<file path="src/hw/rtl/mrsf_pkg.sv">
// Shared types and constants for the Modbus RTU receive framer.
// No dependencies; imported by the front, queue and back modules.
package mrsf_pkg;

	localparam int IDX_W = 6;                      // byte_index field width
	localparam int TICKS_W = 16;                   // silence counter width
	localparam logic [TICKS_W-1:0] SILENCE_RESET = 16'd3645;  // 35000000 / 9600

	localparam logic [1:0] MODE_STARTUP = 2'd0;
	localparam logic [1:0] MODE_IDLE    = 2'd1;
	localparam logic [1:0] MODE_RECV    = 2'd2;
	localparam logic [1:0] MODE_ERROR   = 2'd3;

	// One completed frame waiting for emission: buffer bank and last index.
	typedef struct packed {
		logic             bank;
		logic [IDX_W-1:0] last;
	} desc_t;

endpackage

</file>
<file path="src/hw/rtl/modbus_rtu_silence_rx_framer_core.sv">
// Modbus RTU receive framer top level: front, request queue, back, buffer.
// Depends on mrsf_pkg, mrsf_ram, mrsf_front, mrsf_desc_q and mrsf_back.
//
// Usage:
//  - Input channel (in_valid/in_ready, kind, rx_byte): kind 0 carries one
//    received byte, kind 1 one timer tick. Every byte restarts the one-shot
//    silence timer; after silence_ticks ticks without a byte the frame ends.
//  - Output channel (out_valid/out_ready): one request per frame byte with
//    data_byte, byte_index and is_last on the final byte. Overlong frames
//    (more than BUF_DEPTH bytes) are dropped and never appear here.
//  - cfg_wr_en/cfg_wr_data write silence_ticks; write it only while idle.
//  - Intake takes one item per cycle while in_ready is high. The frame
//    buffer has two banks, so a new frame can be collected while the
//    previous one is still emitted. in_ready drops only while two
//    finished frames wait (both banks owned by the back part), e.g. when
//    the receiver stalls the output.
//  - After the tick that ends a frame, its bytes are read one at a time
//    (one buffer read port, registered read, one read in flight at a time).
//  - Reset: startup mode, timer armed with 3645 ticks, queue empty. No
//    clearing pass; only bytes written in the current frame are read.
module modbus_rtu_silence_rx_framer_core #(
	parameter int BUF_DEPTH = 64
) (
	input  logic                         clk,
	input  logic                         arst_n,
	input  logic                         cfg_wr_en,
	input  logic [mrsf_pkg::TICKS_W-1:0] cfg_wr_data,
	input  logic                         in_valid,
	output logic                         in_ready,
	input  logic                         kind,
	input  logic [7:0]                   rx_byte,
	output logic                         out_valid,
	input  logic                         out_ready,
	output logic [7:0]                   data_byte,
	output logic [mrsf_pkg::IDX_W-1:0]   byte_index,
	output logic                         is_last
);
	import mrsf_pkg::*;

	localparam int IW = $clog2(BUF_DEPTH);
	// Two banks, each padded to a power of two so {bank, index} addresses it.
	localparam int RAM_DEPTH = 2 * (1 << IW);

	logic          wr_en;
	logic [IW:0]   wr_addr;
	logic [7:0]    wr_data;
	logic          rd_en;
	logic [IW:0]   rd_addr;
	logic [7:0]    rd_data;
	logic          push;
	desc_t         push_desc;
	logic          q_full;
	logic          pop;
	logic          q_nonempty;
	desc_t         head;

	mrsf_front #(.BUF_DEPTH(BUF_DEPTH)) u_front (
		.clk         (clk),
		.arst_n      (arst_n),
		.cfg_wr_en   (cfg_wr_en),
		.cfg_wr_data (cfg_wr_data),
		.in_valid    (in_valid),
		.in_ready    (in_ready),
		.kind        (kind),
		.rx_byte     (rx_byte),
		.buf_wr_en   (wr_en),
		.buf_wr_addr (wr_addr),
		.buf_wr_data (wr_data),
		.push        (push),
		.push_desc   (push_desc),
		.q_full      (q_full)
	);

	// Finished frames wait here; an entry is retired on its last byte.
	mrsf_desc_q u_queue (
		.clk       (clk),
		.arst_n    (arst_n),
		.push      (push),
		.push_desc (push_desc),
		.full      (q_full),
		.pop       (pop),
		.nonempty  (q_nonempty),
		.head      (head)
	);

	mrsf_ram #(.WIDTH(8), .DEPTH(RAM_DEPTH)) u_buf (
		.clk     (clk),
		.wr_en   (wr_en),
		.wr_addr (wr_addr),
		.wr_data (wr_data),
		.rd_en   (rd_en),
		.rd_addr (rd_addr),
		.rd_data (rd_data)
	);

	mrsf_back #(.BUF_DEPTH(BUF_DEPTH)) u_back (
		.clk         (clk),
		.arst_n      (arst_n),
		.q_nonempty  (q_nonempty),
		.head        (head),
		.pop         (pop),
		.buf_rd_en   (rd_en),
		.buf_rd_addr (rd_addr),
		.buf_rd_data (rd_data),
		.out_valid   (out_valid),
		.out_ready   (out_ready),
		.data_byte   (data_byte),
		.byte_index  (byte_index),
		.is_last     (is_last)
	);

	// Front writes its own bank; the back only reads banks of queued frames.
	a_bank_split: assert property (@(posedge clk) disable iff (!arst_n)
		(wr_en && rd_en) |-> (wr_addr[IW] != rd_addr[IW]))
		else $error("buffer write and read hit the same bank");

endmodule

</file>
<file path="src/hw/rtl/mrsf_ram.sv">
// Generic single-write, single-read RAM with registered read data.
// No dependencies.
module mrsf_ram #(
	parameter int WIDTH = 8,
	parameter int DEPTH = 128
) (
	input  logic                     clk,
	input  logic                     wr_en,
	input  logic [$clog2(DEPTH)-1:0] wr_addr,
	input  logic [WIDTH-1:0]         wr_data,
	input  logic                     rd_en,
	input  logic [$clog2(DEPTH)-1:0] rd_addr,
	output logic [WIDTH-1:0]         rd_data
);

	logic [WIDTH-1:0] mem_q [DEPTH];

	always_ff @(posedge clk) begin
		if (wr_en) begin
			mem_q[wr_addr] <= wr_data;
		end
		if (rd_en) begin
			rd_data <= mem_q[rd_addr];
		end
	end

endmodule

</file>
<file path="src/hw/rtl/mrsf_front.sv">
// Front part: accepts bytes and ticks, runs the mode machine and silence
// timer, writes frame bytes to the buffer. Depends on mrsf_pkg.
module mrsf_front #(
	parameter int BUF_DEPTH = 64
) (
	input  logic                         clk,
	input  logic                         arst_n,
	input  logic                         cfg_wr_en,
	input  logic [mrsf_pkg::TICKS_W-1:0] cfg_wr_data,
	input  logic                         in_valid,
	output logic                         in_ready,
	input  logic                         kind,
	input  logic [7:0]                   rx_byte,
	output logic                         buf_wr_en,
	output logic [$clog2(BUF_DEPTH):0]   buf_wr_addr,
	output logic [7:0]                   buf_wr_data,
	output logic                         push,
	output mrsf_pkg::desc_t              push_desc,
	input  logic                         q_full
);
	import mrsf_pkg::*;

	localparam int IW = $clog2(BUF_DEPTH);

	logic [TICKS_W-1:0] ticks_q;
	logic [TICKS_W-1:0] count_q;
	logic               armed_q;
	logic [1:0]         mode_q;
	logic [IW-1:0]      widx_q;
	logic               bank_q;

	logic               take_byte;
	logic               take_tick;
	logic [IW:0]        next_idx;
	logic               fits;
	logic               expire;

	assign in_ready  = !q_full;
	assign take_byte = in_valid && in_ready && !kind;
	assign take_tick = in_valid && in_ready && kind;
	assign next_idx  = {1'b0, widx_q} + {{IW{1'b0}}, 1'b1};
	assign fits      = next_idx < (IW+1)'(BUF_DEPTH);
	assign expire    = take_tick && armed_q && (count_q <= TICKS_W'(1));

	always_comb begin
		buf_wr_en   = 1'b0;
		buf_wr_addr = {bank_q, widx_q};
		buf_wr_data = rx_byte;
		if (take_byte) begin
			if (mode_q == MODE_IDLE) begin
				buf_wr_en   = 1'b1;
				buf_wr_addr = {bank_q, {IW{1'b0}}};
			end else if (mode_q == MODE_RECV && fits) begin
				buf_wr_en   = 1'b1;
				buf_wr_addr = {bank_q, next_idx[IW-1:0]};
			end
		end
	end

	assign push           = expire && (mode_q == MODE_RECV);
	assign push_desc.bank = bank_q;
	assign push_desc.last = IDX_W'(widx_q);

	always_ff @(posedge clk or negedge arst_n) begin
		if (!arst_n) begin
			ticks_q <= SILENCE_RESET;
			count_q <= SILENCE_RESET;
			armed_q <= 1'b1;
			mode_q  <= MODE_STARTUP;
			widx_q  <= '0;
			bank_q  <= 1'b0;
		end else begin
			if (cfg_wr_en) begin
				ticks_q <= cfg_wr_data;
			end
			if (take_byte) begin
				count_q <= ticks_q;
				armed_q <= 1'b1;
				unique case (mode_q)
					MODE_IDLE: begin
						widx_q <= '0;
						mode_q <= MODE_RECV;
					end
					MODE_RECV: begin
						if (fits) begin
							widx_q <= next_idx[IW-1:0];
						end else begin
							mode_q <= MODE_ERROR;
						end
					end
					default: ;
				endcase
			end else if (take_tick && armed_q) begin
				if (expire) begin
					count_q <= '0;
					armed_q <= 1'b0;
					mode_q  <= MODE_IDLE;
					if (mode_q == MODE_RECV) begin
						bank_q <= !bank_q;
					end
				end else begin
					count_q <= count_q - TICKS_W'(1);
				end
			end
		end
	end

	a_push_not_full: assert property (@(posedge clk) disable iff (!arst_n)
		push |-> !q_full)
		else $error("frame pushed into full queue");

	a_bank_flip: assert property (@(posedge clk) disable iff (!arst_n)
		push |=> (bank_q != $past(bank_q)) && (mode_q == MODE_IDLE))
		else $error("bank or mode not updated after frame end");

endmodule

</file>
<file path="src/hw/rtl/mrsf_desc_q.sv">
// Two-entry queue of completed-frame requests between front and back.
// An entry is held until its frame is fully emitted. Depends on mrsf_pkg.
module mrsf_desc_q (
	input  logic            clk,
	input  logic            arst_n,
	input  logic            push,
	input  mrsf_pkg::desc_t push_desc,
	output logic            full,
	input  logic            pop,
	output logic            nonempty,
	output mrsf_pkg::desc_t head
);
	import mrsf_pkg::*;

	desc_t      ent_q [2];
	logic       wr_ptr_q;
	logic       rd_ptr_q;
	logic [1:0] count_q;

	assign full     = count_q == 2'd2;
	assign nonempty = count_q != 2'd0;
	assign head     = ent_q[rd_ptr_q];

	always_ff @(posedge clk) begin
		if (push) begin
			ent_q[wr_ptr_q] <= push_desc;
		end
	end

	always_ff @(posedge clk or negedge arst_n) begin
		if (!arst_n) begin
			wr_ptr_q <= 1'b0;
			rd_ptr_q <= 1'b0;
			count_q  <= 2'd0;
		end else begin
			if (push) begin
				wr_ptr_q <= !wr_ptr_q;
			end
			if (pop) begin
				rd_ptr_q <= !rd_ptr_q;
			end
			count_q <= count_q + {1'b0, push} - {1'b0, pop};
		end
	end

	a_count_range: assert property (@(posedge clk) disable iff (!arst_n)
		(count_q != 2'd3) && !(pop && !nonempty))
		else $error("request queue over- or underflow");

endmodule

</file>
<file path="src/hw/rtl/mrsf_back.sv">
// Back part: walks the head frame of the queue through the buffer and
// emits it byte by byte through an output register. Depends on mrsf_pkg.
module mrsf_back #(
	parameter int BUF_DEPTH = 64
) (
	input  logic                       clk,
	input  logic                       arst_n,
	input  logic                       q_nonempty,
	input  mrsf_pkg::desc_t            head,
	output logic                       pop,
	output logic                       buf_rd_en,
	output logic [$clog2(BUF_DEPTH):0] buf_rd_addr,
	input  logic [7:0]                 buf_rd_data,
	output logic                       out_valid,
	input  logic                       out_ready,
	output logic [7:0]                 data_byte,
	output logic [mrsf_pkg::IDX_W-1:0] byte_index,
	output logic                       is_last
);
	import mrsf_pkg::*;

	localparam int IW = $clog2(BUF_DEPTH);

	logic [IW-1:0] idx_q;
	logic          all_issued_q;
	logic          pend_s1;
	logic [IW-1:0] idx_s1;
	logic          last_s1;
	logic          out_valid_q;
	logic [IW-1:0] out_idx_q;
	logic          out_last_q;
	logic [7:0]    out_data_q;
	logic          issue;
	logic          issue_last;

	assign issue       = q_nonempty && !all_issued_q && !pend_s1
	                     && (!out_valid_q || out_ready);
	assign issue_last  = idx_q == head.last[IW-1:0];
	assign buf_rd_en   = issue;
	assign buf_rd_addr = {head.bank, idx_q};
	assign pop         = out_valid_q && out_ready && out_last_q;

	assign out_valid  = out_valid_q;
	assign data_byte  = out_data_q;
	assign byte_index = IDX_W'(out_idx_q);
	assign is_last    = out_last_q;

	always_ff @(posedge clk or negedge arst_n) begin
		if (!arst_n) begin
			idx_q        <= '0;
			all_issued_q <= 1'b0;
			pend_s1      <= 1'b0;
			out_valid_q  <= 1'b0;
		end else begin
			pend_s1 <= issue;
			if (issue) begin
				if (issue_last) begin
					idx_q        <= '0;
					all_issued_q <= 1'b1;
				end else begin
					idx_q <= idx_q + IW'(1);
				end
			end else if (pop) begin
				all_issued_q <= 1'b0;
			end
			if (pend_s1) begin
				out_valid_q <= 1'b1;
			end else if (out_ready) begin
				out_valid_q <= 1'b0;
			end
		end
	end

	always_ff @(posedge clk) begin
		if (issue) begin
			idx_s1  <= idx_q;
			last_s1 <= issue_last;
		end
		if (pend_s1) begin
			out_data_q <= buf_rd_data;
			out_idx_q  <= idx_s1;
			out_last_q <= last_s1;
		end
	end

	a_slot_free: assert property (@(posedge clk) disable iff (!arst_n)
		pend_s1 |-> !out_valid_q)
		else $error("read data arrives while output register is occupied");

	a_pop_done: assert property (@(posedge clk) disable iff (!arst_n)
		pop |-> all_issued_q && !pend_s1)
		else $error("frame retired before all bytes were read");

endmodule
</file>
<file path="config.mk">
export PLATFORM = sky130hd
export DESIGN_NAME = modbus_rtu_silence_rx_framer_core
export DESIGN_NICKNAME = d
export VERILOG_FILES = /design/src/hw/rtl/mrsf_pkg.sv /design/src/hw/rtl/modbus_rtu_silence_rx_framer_core.sv /design/src/hw/rtl/mrsf_ram.sv /design/src/hw/rtl/mrsf_front.sv /design/src/hw/rtl/mrsf_desc_q.sv /design/src/hw/rtl/mrsf_back.sv
export SDC_FILE = /design/constraint.sdc
export NUM_CORES = 1
export LEC_CHECK = 0
export ABC_CLOCK_PERIOD_IN_PS = 3700
export BUFFER_PORTS_ARGS = -buffer_cell sky130_fd_sc_hd__buf_2
export CORE_MARGIN = 2
export CORE_UTILIZATION = 63
export CTS_BUF_LIST = sky130_fd_sc_hd__clkbuf_8 sky130_fd_sc_hd__clkbuf_16
export DETAILED_ROUTE_END_ITERATION = 8
export PLACE_DENSITY = 0.87
export SETUP_SLACK_MARGIN = 0.2
export SLEW_MARGIN = 20
export SYNTH_ARGS = -nofsm -noshare
export SYNTH_HDL_FRONTEND = slang
export SYNTH_HIERARCHICAL = 1
export SYNTH_SLANG_ARGS = --single-unit
export TNS_END_PERCENT = 50
</file>
<file path="constraint.sdc">
create_clock -name clk -period 3.7 [get_ports clk]
set_input_delay 0 -clock clk [delete_from_list [all_inputs] [get_ports clk]]
set_output_delay 0 -clock clk [all_outputs]
set_load 0.02 [all_outputs]
</file>
==> run summary, run 1 <==
The gate family responsible for the most delay along the worst path is simple AND/OR/NAND/NOR gates. The flow ran to the end, but the final reports show violations. The startpoint identified for the worst hold timing path is rx_byte[1]. The via count of the first global-routing pass was 24,600.

Static timing analysis puts the maximum clock frequency at 272 MHz. The worst endpoint data arrival time is 4.05 ns. For this configuration, the core starts out at a cell density of 63.9%.

The tree is rooted in a clkbuf_16. Headroom to the max-slew limit came out at 35.8%. For this design the static power due to leakage is 16.5 nW. The delay of the slowest cell on the worst path came out at 0.48 ns. Along the worst path, the maximum fanout reaches 9. For the pin with the worst max-slew slack, the measured transition is 0.963 ns.

Across every metal layer, demand over resource in global routing totals 36.5%. TritonCTS built the clock tree. The gate count after technology mapping came out at 1,971.

The share of the Yosys chip area taken by registers is 76.1%. The class of the tightest hold or removal check is in2reg. In this run the cell area of the synthesized design comes to 44,000 um2.

The final global-route overflow total is 0. The placer's final routability congestion estimate is 0.912. The worst clock skew came out at 0.0602 ns. The total number of vias is 24,500. The signal on the critical path passes through ha_1, and2_1, nand4_1, buf_4, nand2_1, o22a_2, o2bb2ai_2, buf_4, nor2_2, nand3_1, buf_6, nor2_1, buf_6. The number of buffers created by CTS is 104. The vertical die dimension is 268 um. The commonest register cell after synthesis is edfxtp_1.

The area added between synthesis and finish is 16.3%. The cell area after placement is 46,700 um2. The number of maximum-capacitance constraint violations is 0. The maximum number of pins on one net before global-route repair came out at 103. The final count of negative-setup-slack endpoints is 0. The wire length after detailed routing came out at 129 mm. The final reports fail on negative hold slack. The total power after layout is 36.8 mW. The startpoint identified for the worst register-to-register timing path is u_front/widx_q[0]. The worst setup path is of the reg2reg kind.

After synthesis, the mean cell area works out to 22.3 um2. The DRC violation total after the first TritonRoute iteration is 4,786. The via density per instance came out at 7.43. The clock reaches the later pin of the worst-skew pair after 0.69 ns. The ratio of cells with drive above 1 in the final layout came out at 37.8%. The startpoint of the worst setup timing path is u_front/widx_q[0]. The fraction of the core area covered by cells at the end of the flow came out at 74.3%. The number of detailed-route iterations in the first pass is 6. The full die area came out at 71,900 um2.

At the end of the flow, the number of nets in the layout was 2,312. After detailed routing, the number of remaining DRC violations is 0. The number of enable flip-flop cells after synthesis is 1,068. The total power per unit cell area is 719 nW/um2.

The number of sinks driven by the clock tree came out at 1,123. The number of flip-flops and latches in the synthesized netlist is 1,123. The clock passes through at most 3 buffers. In this run the tool buffered the top-level ports with 46 buffer cells.

The top-level port count came out at 47. Final hold analysis gives a worst-case slack of -0.0547 ns. The worst voltage drop across the vdd grid came out at 0.820 mV. The critical path contains buffers and inverters numbering 4 combined. The number of nets handed over by synthesis was 2,007.

The wire length of the first global-routing pass came out at 183 mm. The final cycle utilization of the critical path is 99.3%. In the synthesized netlist the async set-or-reset flop fraction comes to 4.90%. The shortest period the worst path allows is 3.67 ns. The number of H-tree levels is 3. The initial antenna violation count came out at 12. Dividing the detail-routed wire length by the instance count gives 39.2 um. The nature of the critical path startpoint is a register. The final antenna-violating net count is 0. The wire-length estimate of the detail-placed layout is 65.5 mm. The standard cell with the maximum stage delay on the critical path is dfrtp_2. The worst setup path is captured at a register. The area inside the core boundary is 68,800 um2. The required time at the worst-slack endpoint is 4.07 ns. The width of the die came out at 268 um. The clock-pin transition on the worst setup and hold timing paths came out at 0.08 ns. The final count of hold timing violations is 30. In this run, distinct cell masters in the synthesized netlist total 61. The finished cells cover 51,200 um2. Setup repair after global routing could not meet its margin everywhere. The total number of yosys warnings is 6. The initialized floorplan defines 96 standard-cell rows. The number of pins with negative max-slew slack in the final report is 0.
[registers in the layout, summed over array words and instances, names as in the netlist, 6 cells and up]
| register | flops |
|---|---|
| u_buf/rd_data | 8 |
| u_front/widx_q | 6 |
| u_back/data_byte | 8 |
| u_front/count_q | 16 |
| u_buf/mem_q | 1024 |
| u_queue/ent_q | 14 |
| u_back/byte_index | 6 |
| u_front/ticks_q | 16 |
| u_back/idx_s1 | 6 |
| u_back/idx_q | 6 |
[cell usage after synthesis (14+ instances only)]
cell type  instances  area (um2)
edfxtp_1        1068       32100
xnor2_1           14         123
nor2_1           138         518
nor3_1            18        90.1
dfrtp_1           38         951
buf_2             15        75.1
buf_4             23         173
nand2_1           36         135
mux2_2            25         282
nand3_1           20         100
o21ai_0           16        80.1
mux4_2           336        7570
dfstp_2           17         447
buf_1             19        71.3
clkbuf_1          52         195
[worst paths after layout]
| check | slack (ns) | cells after the start | to |
|---|---|---|---|
| setup / recovery | 0.03 | 13 | u_buf/mem_q[25][4] |
| hold / removal | -0.05 | 1 | u_buf/mem_q[64][1] |
| setup reg to reg | 0.03 | 13 | u_buf/mem_q[25][4] |
| hold reg to reg | 0.43 | 0 | u_back/is_last |
| max in group asynchronous | 2.80 | 3 | u_front/ticks_q[6] |
| min in group asynchronous | 0.02 | 2 | u_front/count_q[3] |
[what timing repair did]
action / CTS / global route
pin swaps: 3 / 1
hold buffers: 41 / 2
hold endpoints to repair: 182 / 70
endpoints found under the setup margin: 1024 / 1014
gates cloned: 0 / 0
setup buffers: 9 / 3
resized for setup: 48 / 39
[routing by layer]
layer  up-vias  share of wire [%]  track usage [%]
li1       8858                  -                -
met1     12300                 32             47.8
met2      2723                 48             58.3
met3       590                 13             8.08
met4        20                6.7             19.3
met5         -               0.10                0
[cells by family (layout without fill, tap and decap cells)]
family	Yosys count	count (layout)	share of synthesized area [%]
DFF	1123	1123	76.1
muxes	368	368	18.1
and+or+nand+nor	268	268	2.89
buffers and inverters	120	512	1.31
AOI/OAI and AO/OA	62	62	0.899
xor gates and xnor gates	24	24	0.529
adders and majority gates	6	6	0.171
other	0	2	0
[cells in the final DEF (no fill, tap or decap), types with 8 or more instances in the layout]
| cell | instances |
|---|---|
| nand2_2 | 8 |
| xnor2_1 | 14 |
| edfxtp_1 | 1068 |
| clkbuf_16 | 107 |
| nor2_1 | 115 |
| clkinv_2 | 24 |
| xor2_1 | 8 |
| dfrtp_1 | 31 |
| mux2_2 | 25 |
| bufinv_16 | 18 |
| inv_1 | 24 |
| buf_2 | 38 |
| mux4_2 | 336 |
| dlygate4sd3_1 | 43 |
| nand2_1 | 28 |
| clkinv_1 | 17 |
| buf_6 | 9 |
| nor3_1 | 15 |
| nand3_1 | 13 |
| a21oi_1 | 10 |
| buf_12 | 20 |
| o21ai_0 | 16 |
| buf_4 | 199 |
| nor2_2 | 18 |
| dfstp_2 | 17 |
[report_power, final]
part / total, mW / internal [mW] / leakage, nW / switching (mW)
registers: 15.0 / 14.4 / 10.2 / 0.546
logic: 10.3 / 4.77 / 4.46 / 5.56
clock network: 11.5 / 6.54 / 1.82 / 4.94
total: 36.8 / 25.7 / 16.5 / 11.0
[layout make-up]
type | instances | area (um2)
clock buffer | 109 | 2710
timing repair buffer | 311 | 2660
clock inverter | 84 | 870
sequential | 1123 | 33500
antenna | 2 | 5.00
inverter | 8 | 30.0
fill | 3226 | 17700
tap | 931 | 1160
multi-input combinational | 728 | 10200
[metrics by stage]
stage,setup TNS (ns),worst slack [ns],hold WS [ns],std cells
CTS,0,0.201,0.0202,3286
floorplan,0,0.306,-0.296,1971
global route,0,0.0454,-0.0181,3294
detailed placement,-0.760,-0.0491,-0.0370,3043
finish,0,0.0253,-0.0547,3296
global placement,0,0.249,-0.0527,3043
(Power assumes the default switching activity.)
==> inputs of run 2 (changes only) <==
--- a/config.mk
+++ b/config.mk
@@ -6,11 +6,11 @@
 export NUM_CORES = 1
 export LEC_CHECK = 0
 export ABC_CLOCK_PERIOD_IN_PS = 3700
-export BUFFER_PORTS_ARGS = -buffer_cell sky130_fd_sc_hd__buf_2
 export CORE_MARGIN = 2
 export CORE_UTILIZATION = 63
 export CTS_BUF_LIST = sky130_fd_sc_hd__clkbuf_8 sky130_fd_sc_hd__clkbuf_16
 export DETAILED_ROUTE_END_ITERATION = 8
+export DONT_BUFFER_PORTS = 1
 export PLACE_DENSITY = 0.87
 export SETUP_SLACK_MARGIN = 0.2
 export SLEW_MARGIN = 20
==> run summary, run 2 (synthesized netlist as in run 1, its figures left out) <==
The cell depth of the worst hold path was 2 (was 1). The wire length after detailed routing came to 129 mm (about the same). Leading registers by flop count: u_buf/mem_q x1024, u_front/count_q x16, u_front/ticks_q x16 (unchanged). The endpoint with the worst hold slack is u_front/ticks_q[10] (was u_buf/mem_q[64][1]).

The number of maximum-capacitance constraint violations came out at 0 (unchanged). The initial antenna violation count came out at 8 (was 12). The required time at the worst-slack endpoint is 4.08 ns (was 4.07 ns).

The ratio of cells with drive above 1 in the final layout is 35.4% (was 37.8%). The clock tree from TritonCTS is yes (unchanged). The number of H-tree levels is 3 (unchanged). The shortest period the worst path allows is 3.83 ns (was 3.67 ns). The worst endpoint data arrival time came out at 4.21 ns (was 4.05 ns).

The worst slew margin relative to its limit is 33.9% (was 35.8%). The final global-route overflow total was 0 (unchanged). The count of input and output buffers is 0 (was 46). The width of the die is 268 um (unchanged). The final cycle utilization of the critical path is 103% (was 99.3%). The count of unresolved DRC violations after routing came out at 0 (unchanged). The latest clock arrival within the worst-skew pair is 0.71 ns (was 0.69 ns).

The total power per unit cell area is 724 nW/um2 (was 719 nW/um2). The final count of negative-setup-slack endpoints came to 269 (was 0). The delay of the slowest cell on the worst path came out at 0.49 ns (was 0.48 ns). The final count of hold timing violations came to 0 (was 30).

The maximum clock insertion buffer count was 3 (unchanged). The number of filler cells placed in the layout is 3,312 (was 3,226). The worst reg-to-reg setup slack is -0.13 ns (was 0.03 ns). The final antenna-violating net count is 0 (unchanged). The endpoint of the worst-slack reg-to-reg timing path is u_buf/mem_q[71][3] (was u_buf/mem_q[25][4]). The worst voltage drop across the vdd grid is 0.827 mV (was 0.820 mV). The clock-pin transition on the worst setup and hold timing paths came out at 0.07 ns (was 0.08 ns). The actual slew at the worst max-slew pin came out at 0.991 ns (was 0.963 ns). The top-level port count came out at 47 (unchanged).

The sort of element at the end of the critical path is a register (unchanged). The nature of the critical path startpoint is a register (unchanged). The number of detailed-route iterations in the first pass came out at 6 (unchanged). The number of flip-flops in the largest register came out at 1,024 (unchanged). Violated checks: negative setup slack (was negative hold slack). The number of pins with negative max-slew slack in the final report came to 0 (unchanged). The most common library cell in the layout ignoring fill and taps is edfxtp_1 (unchanged). The standard cell with the maximum stage delay on the critical path is dfrtp_2 (unchanged). The cell area after placement came out at 46,100 um2 (was 46,700 um2). The cell at the root of the clock tree is clkbuf_16 (unchanged). The area added between synthesis and finish is 15.7% (was 16.3%). The worst clock skew came out at 0.0330 ns (was 0.0602 ns).

The depth of the worst register-to-register path is 9 (was 13). The vertical die dimension came out at 268 um (unchanged). The critical path class was reg2reg (unchanged). The DRC violation total after the first TritonRoute iteration came out at 4,595 (was 4,786). The number of nets in the layout came out at 2,253 (was 2,312). The via density per instance is 7.48 (was 7.43). The highest clock frequency the design can meet was 261 MHz (was 272 MHz).

The placer's final routability congestion estimate is 0.868 (was 0.912). The full die area is 71,900 um2 (unchanged). The routed wirelength normalized by instance count is 39.8 um (was 39.2 um). The via count of the first global-routing pass is 24,100 (was 24,600).

The non-filler instance count after layout was 3,241 (was 3,296). The total number of vias came out at 24,200 (was 24,500). The wire length of the first global-routing pass was 179 mm (was 183 mm). The maximum number of pins on one net before global-route repair came to 129 (was 103). Commonest cells after routing, fill and taps aside: 1,068 x edfxtp_1, 336 x mux4_2, 177 x buf_4 (was 1,068 x edfxtp_1, 336 x mux4_2, 199 x buf_4).

The total negative slack came out at -10.41 ns (was 0 ns). The worst setup margin is -0.128 ns (was 0.0253 ns). The fraction of the core area covered by cells at the end of the flow came out at 73.9% (was 74.3%). The number of sinks driven by the clock tree came out at 1,123 (unchanged).

The startpoint of the most critical hold path is cfg_wr_en (was rx_byte[1]). The initial cell density of the core is 63.9% (unchanged). The class of the tightest hold or removal check is in2reg (unchanged). The count of placed standard cells including taps is 2,969 (was 3,043). The area inside the core boundary came out at 68,800 um2 (unchanged). RSZ-0062 raised after global routing: true (unchanged). The post-placement setup slack is 0.0971 ns (was -0.0491 ns). Cell Chain, Critical Path: ha_1, and2_1, nand4_1, buf_4, a311oi_2, buf_4, nand4_1, nor2_1, buf_4 (was ha_1, and2_1, nand4_1, buf_4, nand2_1, o22a_2, o2bb2ai_2, buf_4, nor2_2, nand3_1, buf_6, nor2_1, buf_6). The total power after layout came to 36.8 mW (about the same). Status: finished, violations left (unchanged).

The post-DP HPWL is 63.9 mm (was 65.5 mm). The leakage power is 16.3 nW (was 16.5 nW). The largest fanout on the critical path is 8 (was 9). The number of buffers created by CTS is 105 (was 104). The minimum hold slack is 0.0197 ns (was -0.0547 ns). The total routing resource utilization after global routing is 35.9% (was 36.5%). The startpoint of the worst register-to-register path was u_front/widx_q[0] (unchanged). The register with the most flip-flops is u_buf/mem_q (unchanged). The final cell area excluding filler cells came out at 50,900 um2 (was 51,200 um2). In this design, the critical path's most frequently occurring cell is buf_4.

The number of core rows is 96 (unchanged).
run 2: worst max-delay path by stage:
| stage | slack [ns] | endpoint | cells past startpoint | from |
|---|---|---|---|---|
| floorplan | 0.31 | u_buf/mem_q[82][0] | 10 | u_queue/count_q[1] |
| global placement | 0.37 | u_buf/mem_q[59][4] | 10 | u_queue/count_q[1] |
| detailed placement | 0.1 | u_buf/mem_q[100][1] | 10 | u_queue/count_q[1] |
| CTS | 0.07 | u_buf/mem_q[84][6] | 12 | u_queue/count_q[1] |
| global route | -0.02 | u_buf/mem_q[13][1] | 11 | u_front/widx_q[0] |
| finish | -0.13 | u_buf/mem_q[71][3] | 9 | u_front/widx_q[0] |
run 2: final cells by class:
class	count	area (um2)	share of cell area, %
inverters	8	30.0	0.0590
clock inverters	89	931	1.83
clock buffers	109	2730	5.36
flip-flops and latches	1123	33500	65.8
repair buffers	251	2380	4.69
well taps	931	1160	2.29
multi-input cells	728	10200	20.0
diodes	2	5.00	0.00984
run 2: what timing repair did:
action                                  in CTS  in global routing
hold endpoints to repair                  1146                  0
gates resized for setup                     23                 33
hold buffers                                57                  0
pin swaps                                    1                  4
setup buffers                                2                 12
endpoints found under the setup margin    1022               1028
run 2: worst max-delay path, delay by kind of cell (launching register included):
family | cells | cell delay [ns]
AO/OA/AOI/OAI | 1 | 0.44
adder cells (fa/ha/maj) | 1 | 0.23
buffers and inverters | 3 | 0.85
flip-flops | 1 | 0.49
AND/OR/NAND/NOR | 4 | 1.50
run 2: report_power, final:
part / switching (mW) / internal [mW]
Clock: 5.08 / 6.58
Combinational: 5.39 / 4.64
Sequential: 0.732 / 14.4
run 2: metal layers:
| layer | share of wire (%) | global-route usage (%) | wire length, um | vias up |
|---|---|---|---|---|
| met3 | 14 | 8.04 | 17700 | 634 |
| met1 | 30 | 46.2 | 39200 | 12200 |
| met5 | 0.059 | 0.541 | 76 | - |
| met4 | 7.6 | 20.3 | 9750 | 12 |
| met2 | 48 | 57.7 | 62300 | 2673 |
| li1 | - | - | - | 8748 |
